===== config.mk =====
export PLATFORM = sky130hd
export DESIGN_NAME = power_rail_sequencer
export DESIGN_NICKNAME = d
export VERILOG_FILES = /design/src/hdl/prs_pkg.sv /design/src/hdl/power_rail_sequencer.sv /design/src/hdl/prs_regs.sv /design/src/hdl/prs_step.sv
export VERILOG_INCLUDE_DIRS = /design/src /design/src/hdl
export SDC_FILE = /design/constraint.sdc
export NUM_CORES = 1
export LEC_CHECK = 0
export ABC_CLOCK_PERIOD_IN_PS = 3100
export BUFFER_PORTS_ARGS = -buffer_cell sky130_fd_sc_hd__buf_4
export CELL_PAD_IN_SITES_DETAIL_PLACEMENT = 1
export CELL_PAD_IN_SITES_GLOBAL_PLACEMENT = 2
export CORE_MARGIN = 2
export CORE_UTILIZATION = 30
export DETAILED_ROUTE_END_ITERATION = 7
export PLACE_DENSITY = 0.74
export RECOVER_POWER = 50
export SLEW_MARGIN = 20
export SYNTH_ARGS = -nofsm -noshare
export SYNTH_HDL_FRONTEND = slang
export SYNTH_SLANG_ARGS = --single-unit

===== constraint.sdc =====
create_clock -name i_clk -period 3.1 [get_ports i_clk]
set_input_delay 0.155 -clock i_clk [delete_from_list [all_inputs] [get_ports i_clk]]
set_output_delay 0.155 -clock i_clk [all_outputs]
set_load 0.05 [all_outputs]

===== src/hdl/power_rail_sequencer_macros.svh =====
// Assertion macros for the sequencer RTL.
`ifndef POWER_RAIL_SEQUENCER_MACROS_SVH
`define POWER_RAIL_SEQUENCER_MACROS_SVH

// Same-cycle implication, checked at every rising edge out of reset.
`define PRS_ASSERT_IMPL(label, clk, rst_n, ante, cons) \
    label: assert property (@(posedge clk) disable iff (!rst_n) (ante) |-> (cons)) \
        else $error("assertion failed");

// Next-cycle implication, checked at every rising edge out of reset.
`define PRS_ASSERT_NEXT(label, clk, rst_n, ante, cons) \
    label: assert property (@(posedge clk) disable iff (!rst_n) (ante) |=> (cons)) \
        else $error("assertion failed");

`endif


===== src/hdl/prs_pkg.sv =====
package prs_pkg;

    localparam int RAIL_W   = 16;
    localparam int STATUS_W = 2 * RAIL_W;

    // Sequencer states, one-hot.
    typedef enum logic [10:0] {
        ST_FAIL = 11'b000_0000_0001,
        ST_INIT = 11'b000_0000_0010,
        ST_DOWN = 11'b000_0000_0100,
        ST_OFF  = 11'b000_0000_1000,
        ST_L1   = 11'b000_0001_0000,
        ST_L2   = 11'b000_0010_0000,
        ST_L3   = 11'b000_0100_0000,
        ST_L4   = 11'b000_1000_0000,
        ST_L5   = 11'b001_0000_0000,
        ST_L6   = 11'b010_0000_0000,
        ST_ON   = 11'b100_0000_0000
    } t_seq_state;

    // Encoded state as seen on the result port.
    localparam logic [3:0] CODE_FAIL = 4'd0;
    localparam logic [3:0] CODE_INIT = 4'd1;
    localparam logic [3:0] CODE_DOWN = 4'd2;
    localparam logic [3:0] CODE_OFF  = 4'd3;
    localparam logic [3:0] CODE_L1   = 4'd4;
    localparam logic [3:0] CODE_L2   = 4'd5;
    localparam logic [3:0] CODE_L3   = 4'd6;
    localparam logic [3:0] CODE_L4   = 4'd7;
    localparam logic [3:0] CODE_L5   = 4'd8;
    localparam logic [3:0] CODE_L6   = 4'd9;
    localparam logic [3:0] CODE_ON   = 4'd10;

    typedef enum logic [2:0] {
        CMD_NONE       = 3'd0,
        CMD_POWER_OFF  = 3'd1,
        CMD_TEMP_ALARM = 3'd2,
        CMD_TEMP_CLEAR = 3'd3,
        CMD_POWER_ON   = 3'd4,
        CMD_FAIL_CLEAR = 3'd5
    } t_cmd;

    typedef enum logic [2:0] {
        EV_NONE  = 3'd0,
        EV_ON    = 3'd1,
        EV_OFF   = 3'd2,
        EV_TEMP  = 3'd3,
        EV_FAIL  = 3'd4,
        EV_CLEAR = 3'd5
    } t_event;

    // Per-rail status codes.
    localparam logic [1:0] RS_OFF      = 2'd0;
    localparam logic [1:0] RS_ON       = 2'd1;
    localparam logic [1:0] RS_DISABLED = 2'd2;
    localparam logic [1:0] RS_FAILED   = 2'd3;

    // Enable levels.
    localparam logic [2:0] LVL_NONE = 3'd0;
    localparam logic [2:0] LVL_1    = 3'd1;
    localparam logic [2:0] LVL_2    = 3'd2;
    localparam logic [2:0] LVL_3    = 3'd3;
    localparam logic [2:0] LVL_4    = 3'd4;
    localparam logic [2:0] LVL_5    = 3'd5;
    localparam logic [2:0] LVL_6    = 3'd6;

    // Configuration register indexes.
    localparam logic [2:0] REG_ALL_REQ  = 3'd0;
    localparam logic [2:0] REG_LEVEL1   = 3'd1;
    localparam logic [2:0] REG_LEVEL2   = 3'd2;
    localparam logic [2:0] REG_LEVEL4   = 3'd3;
    localparam logic [2:0] REG_LEVEL5   = 3'd4;
    localparam logic [2:0] REG_LEVEL6   = 3'd5;
    localparam logic [2:0] REG_SIX_MODE = 3'd6;
    localparam logic [2:0] REG_FPGA_EN  = 3'd7;

    typedef struct packed {
        logic [RAIL_W-1:0] all_req;
        logic [RAIL_W-1:0] level1;
        logic [RAIL_W-1:0] level2;
        logic [RAIL_W-1:0] level4;
        logic [RAIL_W-1:0] level5;
        logic [RAIL_W-1:0] level6;
        logic              six_mode;
        logic [1:0]        fpga_en;
    } t_cfg;

    typedef struct packed {
        t_seq_state        seq;
        logic              powerdown;
        logic              over_temp;
        logic              rail_alarm;
        logic [RAIL_W-1:0] fail_mask;
    } t_ctl;

    typedef struct packed {
        logic [3:0]          state_code;
        logic [2:0]          enable_level;
        logic                disable_all;
        logic                power_ok;
        t_event              event_code;
        logic [RAIL_W-1:0]   failed_rails;
        logic [STATUS_W-1:0] rail_status;
    } t_result;

    function automatic logic [3:0] seq_code(input t_seq_state st);
        logic [3:0] code;
        unique case (st)
            ST_FAIL: code = CODE_FAIL;
            ST_INIT: code = CODE_INIT;
            ST_DOWN: code = CODE_DOWN;
            ST_OFF:  code = CODE_OFF;
            ST_L1:   code = CODE_L1;
            ST_L2:   code = CODE_L2;
            ST_L3:   code = CODE_L3;
            ST_L4:   code = CODE_L4;
            ST_L5:   code = CODE_L5;
            ST_L6:   code = CODE_L6;
            ST_ON:   code = CODE_ON;
            default: code = CODE_INIT;
        endcase
        return code;
    endfunction

endpackage


===== src/hdl/power_rail_sequencer.sv =====
// Power rail sequencer with fault shutdown, one tick request per item.
// Input channel (i_in_valid / o_in_ready): command, blade enable and two
// power-good samples. Output channel (o_out_valid / i_out_ready): new state
// code, enable level, disable-all, power-ok pulse, event code, latched fail
// mask and the packed two-bit status of every rail.
// Configuration channel (i_cfg_valid / o_cfg_ready): register index and
// data; it is always ready and should be written only while the block idles.
// A request is captured in an input register and evaluated once the result
// register is free, when the step logic writes the sequencer state and the
// result register together. Throughput is one request per cycle while the
// receiver takes every result; the limit is the single state update per cycle
// that each request needs from the one before.
// When the receiver stalls, the result register holds, the next request
// waits in the input register, and o_in_ready drops once both are full.
// Reset (synchronous, active low) empties both registers, puts the sequencer
// in its init state, clears alarms, the fail mask and rail status, and loads
// the configuration defaults (masks zero, both FPGA groups fitted).
`include "power_rail_sequencer_macros.svh"

module power_rail_sequencer #(
    parameter int NUM_RAILS = 16
) (
    input  logic        i_clk,
    input  logic        i_rst_n,
    input  logic        i_in_valid,
    output logic        o_in_ready,
    input  logic [2:0]  i_command,
    input  logic        i_blade_enable,
    input  logic [15:0] i_good_bits,
    input  logic [15:0] i_status_good_bits,
    output logic        o_out_valid,
    input  logic        i_out_ready,
    output logic [3:0]  o_control_state,
    output logic [2:0]  o_enable_level,
    output logic        o_disable_all,
    output logic        o_power_ok_pulse,
    output logic [2:0]  o_event_code,
    output logic [15:0] o_failed_rails,
    output logic [31:0] o_rail_status,
    input  logic        i_cfg_valid,
    output logic        o_cfg_ready,
    input  logic [2:0]  i_cfg_index,
    input  logic [15:0] i_cfg_data
);

    prs_pkg::t_cfg    cfg;
    prs_pkg::t_ctl    r_ctl;
    prs_pkg::t_ctl    n_ctl;
    logic [prs_pkg::STATUS_W-1:0] r_status;
    logic [prs_pkg::STATUS_W-1:0] n_status;
    prs_pkg::t_result n_res;
    prs_pkg::t_result r_res;

    logic        r_in_valid;
    logic [2:0]  r_in_command;
    logic        r_in_blade;
    logic [15:0] r_in_good;
    logic [15:0] r_in_sgood;
    logic        r_out_valid;
    logic        advance;
    logic        in_take;

    prs_regs u_regs (
        .i_clk       (i_clk),
        .i_rst_n     (i_rst_n),
        .i_cfg_valid (i_cfg_valid),
        .o_cfg_ready (o_cfg_ready),
        .i_cfg_index (i_cfg_index),
        .i_cfg_data  (i_cfg_data),
        .o_cfg       (cfg)
    );

    prs_step #(
        .NUM_RAILS (NUM_RAILS)
    ) u_step (
        .i_cfg              (cfg),
        .i_ctl              (r_ctl),
        .i_status           (r_status),
        .i_command          (r_in_command),
        .i_blade_enable     (r_in_blade),
        .i_good_bits        (r_in_good),
        .i_status_good_bits (r_in_sgood),
        .o_ctl              (n_ctl),
        .o_status           (n_status),
        .o_result           (n_res)
    );

    // The held request is evaluated once the result register is free.
    assign advance    = r_in_valid && (!r_out_valid || i_out_ready);
    assign o_in_ready = !r_in_valid || advance;
    assign in_take    = i_in_valid && o_in_ready;

    always_ff @(posedge i_clk) begin
        if (!i_rst_n) begin
            r_in_valid  <= 1'b0;
            r_out_valid <= 1'b0;
            r_ctl       <= '{seq: prs_pkg::ST_INIT, default: '0};
            r_status    <= '0;
        end else begin
            if (in_take) begin
                r_in_valid <= 1'b1;
            end else if (advance) begin
                r_in_valid <= 1'b0;
            end
            if (advance) begin
                r_out_valid <= 1'b1;
                r_ctl       <= n_ctl;
                r_status    <= n_status;
            end else if (i_out_ready) begin
                r_out_valid <= 1'b0;
            end
        end
    end

    always_ff @(posedge i_clk) begin
        if (in_take) begin
            r_in_command <= i_command;
            r_in_blade   <= i_blade_enable;
            r_in_good    <= i_good_bits;
            r_in_sgood   <= i_status_good_bits;
        end
        if (advance) begin
            r_res <= n_res;
        end
    end

    assign o_out_valid      = r_out_valid;
    assign o_control_state  = r_res.state_code;
    assign o_enable_level   = r_res.enable_level;
    assign o_disable_all    = r_res.disable_all;
    assign o_power_ok_pulse = r_res.power_ok;
    assign o_event_code     = r_res.event_code;
    assign o_failed_rails   = r_res.failed_rails;
    assign o_rail_status    = r_res.rail_status;

    `PRS_ASSERT_IMPL(a_dis_no_enable, i_clk, i_rst_n, o_out_valid && o_disable_all, o_enable_level == prs_pkg::LVL_NONE)
    `PRS_ASSERT_IMPL(a_pok_in_on, i_clk, i_rst_n, o_out_valid && o_power_ok_pulse, o_control_state == prs_pkg::CODE_ON)
    `PRS_ASSERT_IMPL(a_fail_has_mask, i_clk, i_rst_n, o_out_valid && (o_event_code == prs_pkg::EV_FAIL), o_failed_rails != 16'd0)
    `PRS_ASSERT_NEXT(a_advance_gives_result, i_clk, i_rst_n, advance, o_out_valid)

endmodule


===== src/hdl/prs_regs.sv =====
module prs_regs (
    input  logic                 i_clk,
    input  logic                 i_rst_n,
    input  logic                 i_cfg_valid,
    output logic                 o_cfg_ready,
    input  logic [2:0]           i_cfg_index,
    input  logic [15:0]          i_cfg_data,
    output prs_pkg::t_cfg        o_cfg
);

    prs_pkg::t_cfg r_cfg;
    prs_pkg::t_cfg n_cfg;

    assign o_cfg_ready = 1'b1;
    assign o_cfg       = r_cfg;

    always_comb begin
        n_cfg = r_cfg;
        if (i_cfg_valid) begin
            unique case (i_cfg_index)
                prs_pkg::REG_ALL_REQ:  n_cfg.all_req  = i_cfg_data;
                prs_pkg::REG_LEVEL1:   n_cfg.level1   = i_cfg_data;
                prs_pkg::REG_LEVEL2:   n_cfg.level2   = i_cfg_data;
                prs_pkg::REG_LEVEL4:   n_cfg.level4   = i_cfg_data;
                prs_pkg::REG_LEVEL5:   n_cfg.level5   = i_cfg_data;
                prs_pkg::REG_LEVEL6:   n_cfg.level6   = i_cfg_data;
                prs_pkg::REG_SIX_MODE: n_cfg.six_mode = i_cfg_data[0];
                prs_pkg::REG_FPGA_EN:  n_cfg.fpga_en  = i_cfg_data[1:0];
                default:               n_cfg = r_cfg;
            endcase
        end
    end

    always_ff @(posedge i_clk) begin
        if (!i_rst_n) begin
            r_cfg <= '{fpga_en: 2'b11, default: '0};
        end else begin
            r_cfg <= n_cfg;
        end
    end

endmodule


===== src/hdl/prs_step.sv =====
module prs_step #(
    parameter int NUM_RAILS = 16
) (
    input  prs_pkg::t_cfg                    i_cfg,
    input  prs_pkg::t_ctl                    i_ctl,
    input  logic [prs_pkg::STATUS_W-1:0]     i_status,
    input  logic [2:0]                       i_command,
    input  logic                             i_blade_enable,
    input  logic [prs_pkg::RAIL_W-1:0]       i_good_bits,
    input  logic [prs_pkg::RAIL_W-1:0]       i_status_good_bits,
    output prs_pkg::t_ctl                    o_ctl,
    output logic [prs_pkg::STATUS_W-1:0]     o_status,
    output prs_pkg::t_result                 o_result
);

    localparam logic [prs_pkg::RAIL_W-1:0] RAIL_MASK =
        prs_pkg::RAIL_W'((33'd1 << NUM_RAILS) - 33'd1);

    logic [prs_pkg::RAIL_W-1:0] good;
    logic [prs_pkg::RAIL_W-1:0] sgood;
    logic [prs_pkg::RAIL_W-1:0] req_all;
    logic [prs_pkg::RAIL_W-1:0] lvl_mask;
    prs_pkg::t_ctl              cmd_ctl;
    prs_pkg::t_ctl              n_ctl;
    logic [2:0]                 en;
    logic                       dis;
    logic                       pok;
    prs_pkg::t_event            ev;
    logic                       lvl_check;

    assign good    = i_good_bits & RAIL_MASK;
    assign sgood   = i_status_good_bits & RAIL_MASK;
    assign req_all = i_cfg.all_req & RAIL_MASK;

    // The command takes effect before the state decision.
    always_comb begin
        cmd_ctl = i_ctl;
        case (prs_pkg::t_cmd'(i_command))
            prs_pkg::CMD_POWER_OFF:  cmd_ctl.powerdown = 1'b1;
            prs_pkg::CMD_TEMP_ALARM: cmd_ctl.over_temp = 1'b1;
            prs_pkg::CMD_TEMP_CLEAR: cmd_ctl.over_temp = 1'b0;
            prs_pkg::CMD_POWER_ON:   cmd_ctl.powerdown = 1'b0;
            prs_pkg::CMD_FAIL_CLEAR: begin
                cmd_ctl.rail_alarm = 1'b0;
                cmd_ctl.fail_mask  = '0;
            end
            default: ;
        endcase
    end

    always_comb begin
        unique case (i_ctl.seq)
            prs_pkg::ST_L1: lvl_mask = i_cfg.level1 & RAIL_MASK;
            prs_pkg::ST_L2: lvl_mask = i_cfg.level2 & RAIL_MASK;
            prs_pkg::ST_L4: lvl_mask = i_cfg.level4 & RAIL_MASK;
            prs_pkg::ST_L5: lvl_mask = i_cfg.level5 & RAIL_MASK;
            prs_pkg::ST_L6: lvl_mask = i_cfg.level6 & RAIL_MASK;
            default:        lvl_mask = '0;
        endcase
    end

    always_comb begin
        n_ctl     = cmd_ctl;
        n_ctl.seq = prs_pkg::ST_INIT;
        en        = prs_pkg::LVL_NONE;
        dis       = 1'b0;
        pok       = 1'b0;
        ev        = prs_pkg::EV_NONE;
        lvl_check = 1'b0;
        unique case (i_ctl.seq) inside
            prs_pkg::ST_INIT: n_ctl.seq = prs_pkg::ST_OFF;
            prs_pkg::ST_ON: begin
                if ((good & req_all) != req_all) begin
                    n_ctl.fail_mask  = ~good & req_all;
                    n_ctl.rail_alarm = 1'b1;
                    dis              = 1'b1;
                    ev               = prs_pkg::EV_FAIL;
                    n_ctl.seq        = prs_pkg::ST_FAIL;
                end else if (cmd_ctl.over_temp) begin
                    dis       = 1'b1;
                    ev        = prs_pkg::EV_TEMP;
                    n_ctl.seq = prs_pkg::ST_FAIL;
                end else if (!i_blade_enable || cmd_ctl.powerdown) begin
                    n_ctl.seq = prs_pkg::ST_DOWN;
                end else begin
                    n_ctl.seq = prs_pkg::ST_ON;
                end
            end
            prs_pkg::ST_DOWN: begin
                dis       = 1'b1;
                ev        = prs_pkg::EV_OFF;
                n_ctl.seq = prs_pkg::ST_OFF;
            end
            prs_pkg::ST_OFF: begin
                if (i_blade_enable && !cmd_ctl.powerdown && !cmd_ctl.over_temp &&
                    !cmd_ctl.rail_alarm) begin
                    en        = prs_pkg::LVL_1;
                    ev        = prs_pkg::EV_ON;
                    n_ctl.seq = prs_pkg::ST_L1;
                end else begin
                    n_ctl.seq = prs_pkg::ST_OFF;
                end
            end
            prs_pkg::ST_L3: begin
                // Level three has no power-good check of its own.
                en        = prs_pkg::LVL_4;
                n_ctl.seq = prs_pkg::ST_L4;
            end
            prs_pkg::ST_L1, prs_pkg::ST_L2, prs_pkg::ST_L4, prs_pkg::ST_L5: lvl_check = 1'b1;
            prs_pkg::ST_L6: begin
                // Sitting in level six outside six-level mode restarts the sequence.
                lvl_check = i_cfg.six_mode;
            end
            prs_pkg::ST_FAIL: begin
                if (!cmd_ctl.rail_alarm && !cmd_ctl.over_temp) begin
                    ev        = prs_pkg::EV_CLEAR;
                    n_ctl.seq = prs_pkg::ST_OFF;
                end else begin
                    n_ctl.seq = prs_pkg::ST_FAIL;
                end
            end
            default: n_ctl.seq = prs_pkg::ST_INIT;
        endcase

        if (lvl_check) begin
            if ((good & lvl_mask) != lvl_mask) begin
                n_ctl.fail_mask  = ~good & lvl_mask;
                n_ctl.rail_alarm = 1'b1;
                dis              = 1'b1;
                ev               = prs_pkg::EV_FAIL;
                n_ctl.seq        = prs_pkg::ST_FAIL;
            end else if (i_ctl.seq == prs_pkg::ST_L6 ||
                         (i_ctl.seq == prs_pkg::ST_L5 && !i_cfg.six_mode)) begin
                pok       = 1'b1;
                n_ctl.seq = prs_pkg::ST_ON;
            end else begin
                unique case (i_ctl.seq)
                    prs_pkg::ST_L1: begin
                        en        = prs_pkg::LVL_2;
                        n_ctl.seq = prs_pkg::ST_L2;
                    end
                    prs_pkg::ST_L2: begin
                        en        = prs_pkg::LVL_3;
                        n_ctl.seq = prs_pkg::ST_L3;
                    end
                    prs_pkg::ST_L4: begin
                        en        = prs_pkg::LVL_5;
                        n_ctl.seq = prs_pkg::ST_L5;
                    end
                    prs_pkg::ST_L5: begin
                        en        = prs_pkg::LVL_6;
                        n_ctl.seq = prs_pkg::ST_L6;
                    end
                    default: n_ctl.seq = prs_pkg::ST_INIT;
                endcase
            end
        end
    end

    // Status uses the old state and the fail mask after this request.
    always_comb begin
        o_status = i_status;
        for (int i = 0; i < prs_pkg::RAIL_W; i++) begin
            if (i >= NUM_RAILS) begin
                o_status[2*i +: 2] = prs_pkg::RS_OFF;
            end else if (sgood[i]) begin
                o_status[2*i +: 2] = prs_pkg::RS_ON;
            end else if (!req_all[i]) begin
                o_status[2*i +: 2] = prs_pkg::RS_DISABLED;
            end else if (i_ctl.seq == prs_pkg::ST_OFF || i_ctl.seq == prs_pkg::ST_INIT) begin
                o_status[2*i +: 2] = prs_pkg::RS_OFF;
            end else if (i_ctl.seq == prs_pkg::ST_ON || i_ctl.seq == prs_pkg::ST_FAIL) begin
                o_status[2*i +: 2] = n_ctl.fail_mask[i] ? prs_pkg::RS_FAILED
                                                        : prs_pkg::RS_OFF;
            end
        end
    end

    assign o_ctl                 = n_ctl;
    assign o_result.state_code   = prs_pkg::seq_code(n_ctl.seq);
    assign o_result.enable_level = en;
    assign o_result.disable_all  = dis;
    assign o_result.power_ok     = pok;
    assign o_result.event_code   = ev;
    assign o_result.failed_rails = n_ctl.fail_mask;
    assign o_result.rail_status  = o_status;

endmodule

==> flow_metrics.env <==
export IMPL_status="complete, no violations"
export IMPL_area_delta_synth_final_pct=28.9
export IMPL_p_comb_frac=0.100
export IMPL_drc=0
export IMPL_yosys_warnings=0
export IMPL_netlist_area_um2=11800
export IMPL_routed_via_count=10451
export IMPL_tightestPinTransition_ns=1.18
export IMPL_cts_sinks=257
export IMPL_avgSynthCellArea_um2=9.26
export IMPL_drv_slew=0
export IMPL_ctsHtreeMaxLevel=1
export IMPL_critPathLaunchType="register"
export IMPL_insertion_delay_ns=0.57
export IMPL_port_buffers=121
export IMPL_grt_start_max_net_pins=95
export IMPL_core_um2=38800
export IMPL_syn_nets=1337
export IMPL_clockRootBuffer="clkbuf_16"
export IMPL_io_pins=123
export IMPL_numCtsBuffers=30
export IMPL_path_class="register to register"
export IMPL_synth_most_common_cell="nand2_1"
export IMPL_post_route_util=0.393
export IMPL_hold_viol=0
export IMPL_multi_input_area_um2=5430
export IMPL_synth_largest_type_area_fraction=0.273
export IMPL_synthTopCellsByCount="310 x nand2_1, 161 x dfxtp_1, 102 x a21boi_0"
export IMPL_wl_per_cell_um=21.1
export IMPL_final_min_clock_period_ns=3.05
export IMPL_final_setup_worst_slack_ns=0.0455
export IMPL_rows=72
export IMPL_swShare=0.258
export IMPL_yosysTopAreaCell="dfxtp_1"
export IMPL_netlist_top_cells_area="dfxtp_1 27%, edfxtp_1 24%, nand2_1 9.8%"
export IMPL_end_kind="register"
export IMPL_cts_tree="done"
export IMPL_gp_congestion=0.885
export IMPL_critical_path_arrival_ns=3.44
export IMPL_worst_hold_slack_ns=0.0275
export IMPL_hp_class="input port to register"
export IMPL_power_w=0.00819
export IMPL_async_reset_ff_frac=0
export IMPL_post_route_period_util=0.985
export IMPL_synthDistinctLibCells=75
export IMPL_p_sw_w=0.00211
export IMPL_clk_path_buf_depth=3
export IMPL_final_layout_size_suffix_gt1_frac=0.178
export IMPL_grt_pass1_wl_mm=65.7
export IMPL_crit_fanout=8
export IMPL_finClkSkew_ns=0.0133
export IMPL_place_ws_ns=0.0254
export IMPL_viasPerCell=5.12
export IMPL_regArea_um2=6120
export IMPL_final_setup_viol_count=0
export IMPL_die_width_um=203
export IMPL_postLayoutCellArea_um2=15200
export IMPL_powerDensity_nw_per_um2=537
export IMPL_seqPwrFrac=0.455
export IMPL_synth_edff_count=96
export IMPL_drt_iter0_drc=629
export IMPL_ir_drop_v=0.000395
export IMPL_start_util=0.305
export IMPL_max_freq_mhz=327
export IMPL_routed_wl_mm=43.0
export IMPL_ys_ff_latch=257
export IMPL_clkPwrFrac=0.445
export IMPL_synth_ff_type="dfxtp_1"
export IMPL_first_pass_iters=4
export IMPL_clk_pin_slew_ns=0.06
export IMPL_rsz0062_at_grt="yes"
export IMPL_antenna_found_initial=1
export IMPL_die_area_um2=41000
export IMPL_cap_violations=0
export IMPL_syn_inst=1277
export IMPL_grt_pass1_vias=10658
export IMPL_die_h_um=203
export IMPL_internal_power_w=0.00608
export IMPL_ys_seq_area_frac=0.516
export IMPL_placed_area_um2=13800
export IMPL_layout_nets=1560
export IMPL_nFillCells=4488
export IMPL_cellLeakagePower_nw=5.38
export IMPL_overflow=0
export IMPL_ant_nets=0
export IMPL_grt_use_total=0.207
export IMPL_max_slew_margin_rel=0.213
export IMPL_required_ns=3.48
export IMPL_antennaDiodeCount=0
export IMPL_hpwl_mm=30.5
worst paths after layout:
check | from | end | slack, ns | cells after the start
min reg2reg | r_status[1]$_SDFFE_PN0P_ | r_status[1]$_SDFFE_PN0P_ | 0.45 | 2
max reg2reg | r_ctl[24]$_SDFFE_PN0P_ | o_control_state[2]$_DFFE_PP_ | 0.05 | 11
min | i_cfg_valid | u_regs.o_cfg[2]$_SDFFE_PN0P_ | 0.03 | 4
max | r_ctl[24]$_SDFFE_PN0P_ | o_control_state[2]$_DFFE_PP_ | 0.05 | 11
layout make-up:
type	count	share of cell area
Clock buffer	34	0.0516
Clock inverter	22	0.0144
Inverter	7	0.00189
Multi-Input combinational cell	933	0.356
Sequential cell	257	0.401
Tap cell	518	0.0425
Timing Repair Buffer	271	0.132
what timing repair did:
item                       4_1_cts  5_1_grt
pin swaps                        0       10
resized for setup                1       40
setup buffers                    0        2
cloned                           0        0
setup endpoints to repair        1       27
hold endpoints to repair       134        0
hold buffers                    56        0
per-layer routing:
| layer | global-route usage | part of all wire |
|---|---|---|
| met5 | 0 | 0 |
| met4 | 0.0422 | 0.017 |
| met3 | 0.0302 | 0.036 |
| met2 | 0.337 | 0.46 |
| met1 | 0.293 | 0.49 |
power by group through the flow:
stage	sequential, W	combinational (W)	clock (W)
after floorplan	0.00387	0.000363	0
after global placement	0.00379	0.000780	0
after detailed placement	0.00379	0.000795	0
after CTS	0.00372	0.000856	0.00371
after global routing	0.00373	0.000893	0.00384
final	0.00372	0.000821	0.00364
placed cells by master, fill, tap and decap left out, drive strengths merged, types with 16 or more instances in the layout:
cell type    netlist  routed
o31ai             18      18
nand2b            35      35
a22oi             32      32
o21ai             72      72
nand2            310     310
edfxtp            96      96
a21boi           114     114
dlygate4sd3        0      56
clkbuf            52     136
nand3             32      32
dfxtp            161     161
and2              16      16
a21oi             41      41
buf               28     113
o21bai            21      21
nor2b             18      18
nor2              70      70
registers in the layout, indices dropped and copies added (netlist names), 3 cells and up:
signal / count
u_regs.o_cfg: 97
o_rail_status: 32
r_status: 32
r_ctl: 30
o_failed_rails: 16
r_in_good: 16
r_in_sgood: 16
o_control_state: 4
o_enable_level: 3
o_event_code: 3
r_in_command: 3
cells by family (layout without fill, tap and decap cells):
group,Yosys count,in the layout,share of synthesized area
simple gates,540,540,0.211
compound gates,378,378,0.223
flops,257,257,0.516
buf+inv,87,334,0.0354
mux,13,13,0.0134
other cells,1,1,0.000317
xor+xnor,1,1,0.000741
worst max-delay path, cell delays in order, from the launching register on:
cell       delay [ns]
dfxtp_2          0.37
buf_4            0.17
nor2b_1          0.15
and2_1           0.21
a22o_1           0.25
a21oi_1          0.38
and3_4           0.30
a31oi_4          0.11
buf_6            0.15
buf_4            0.12
or3_4            0.38
a2111oi_4        0.27
stage by stage:
step	std cells	setup TNS, ns
6_report	2042	0
2_1_floorplan	1277	0
5_1_grt	2042	-0.0645
3_5_place_dp	1928	0
4_1_cts	2040	0
3_3_place_gp	1928	0
(Power assumes the default switching activity.)
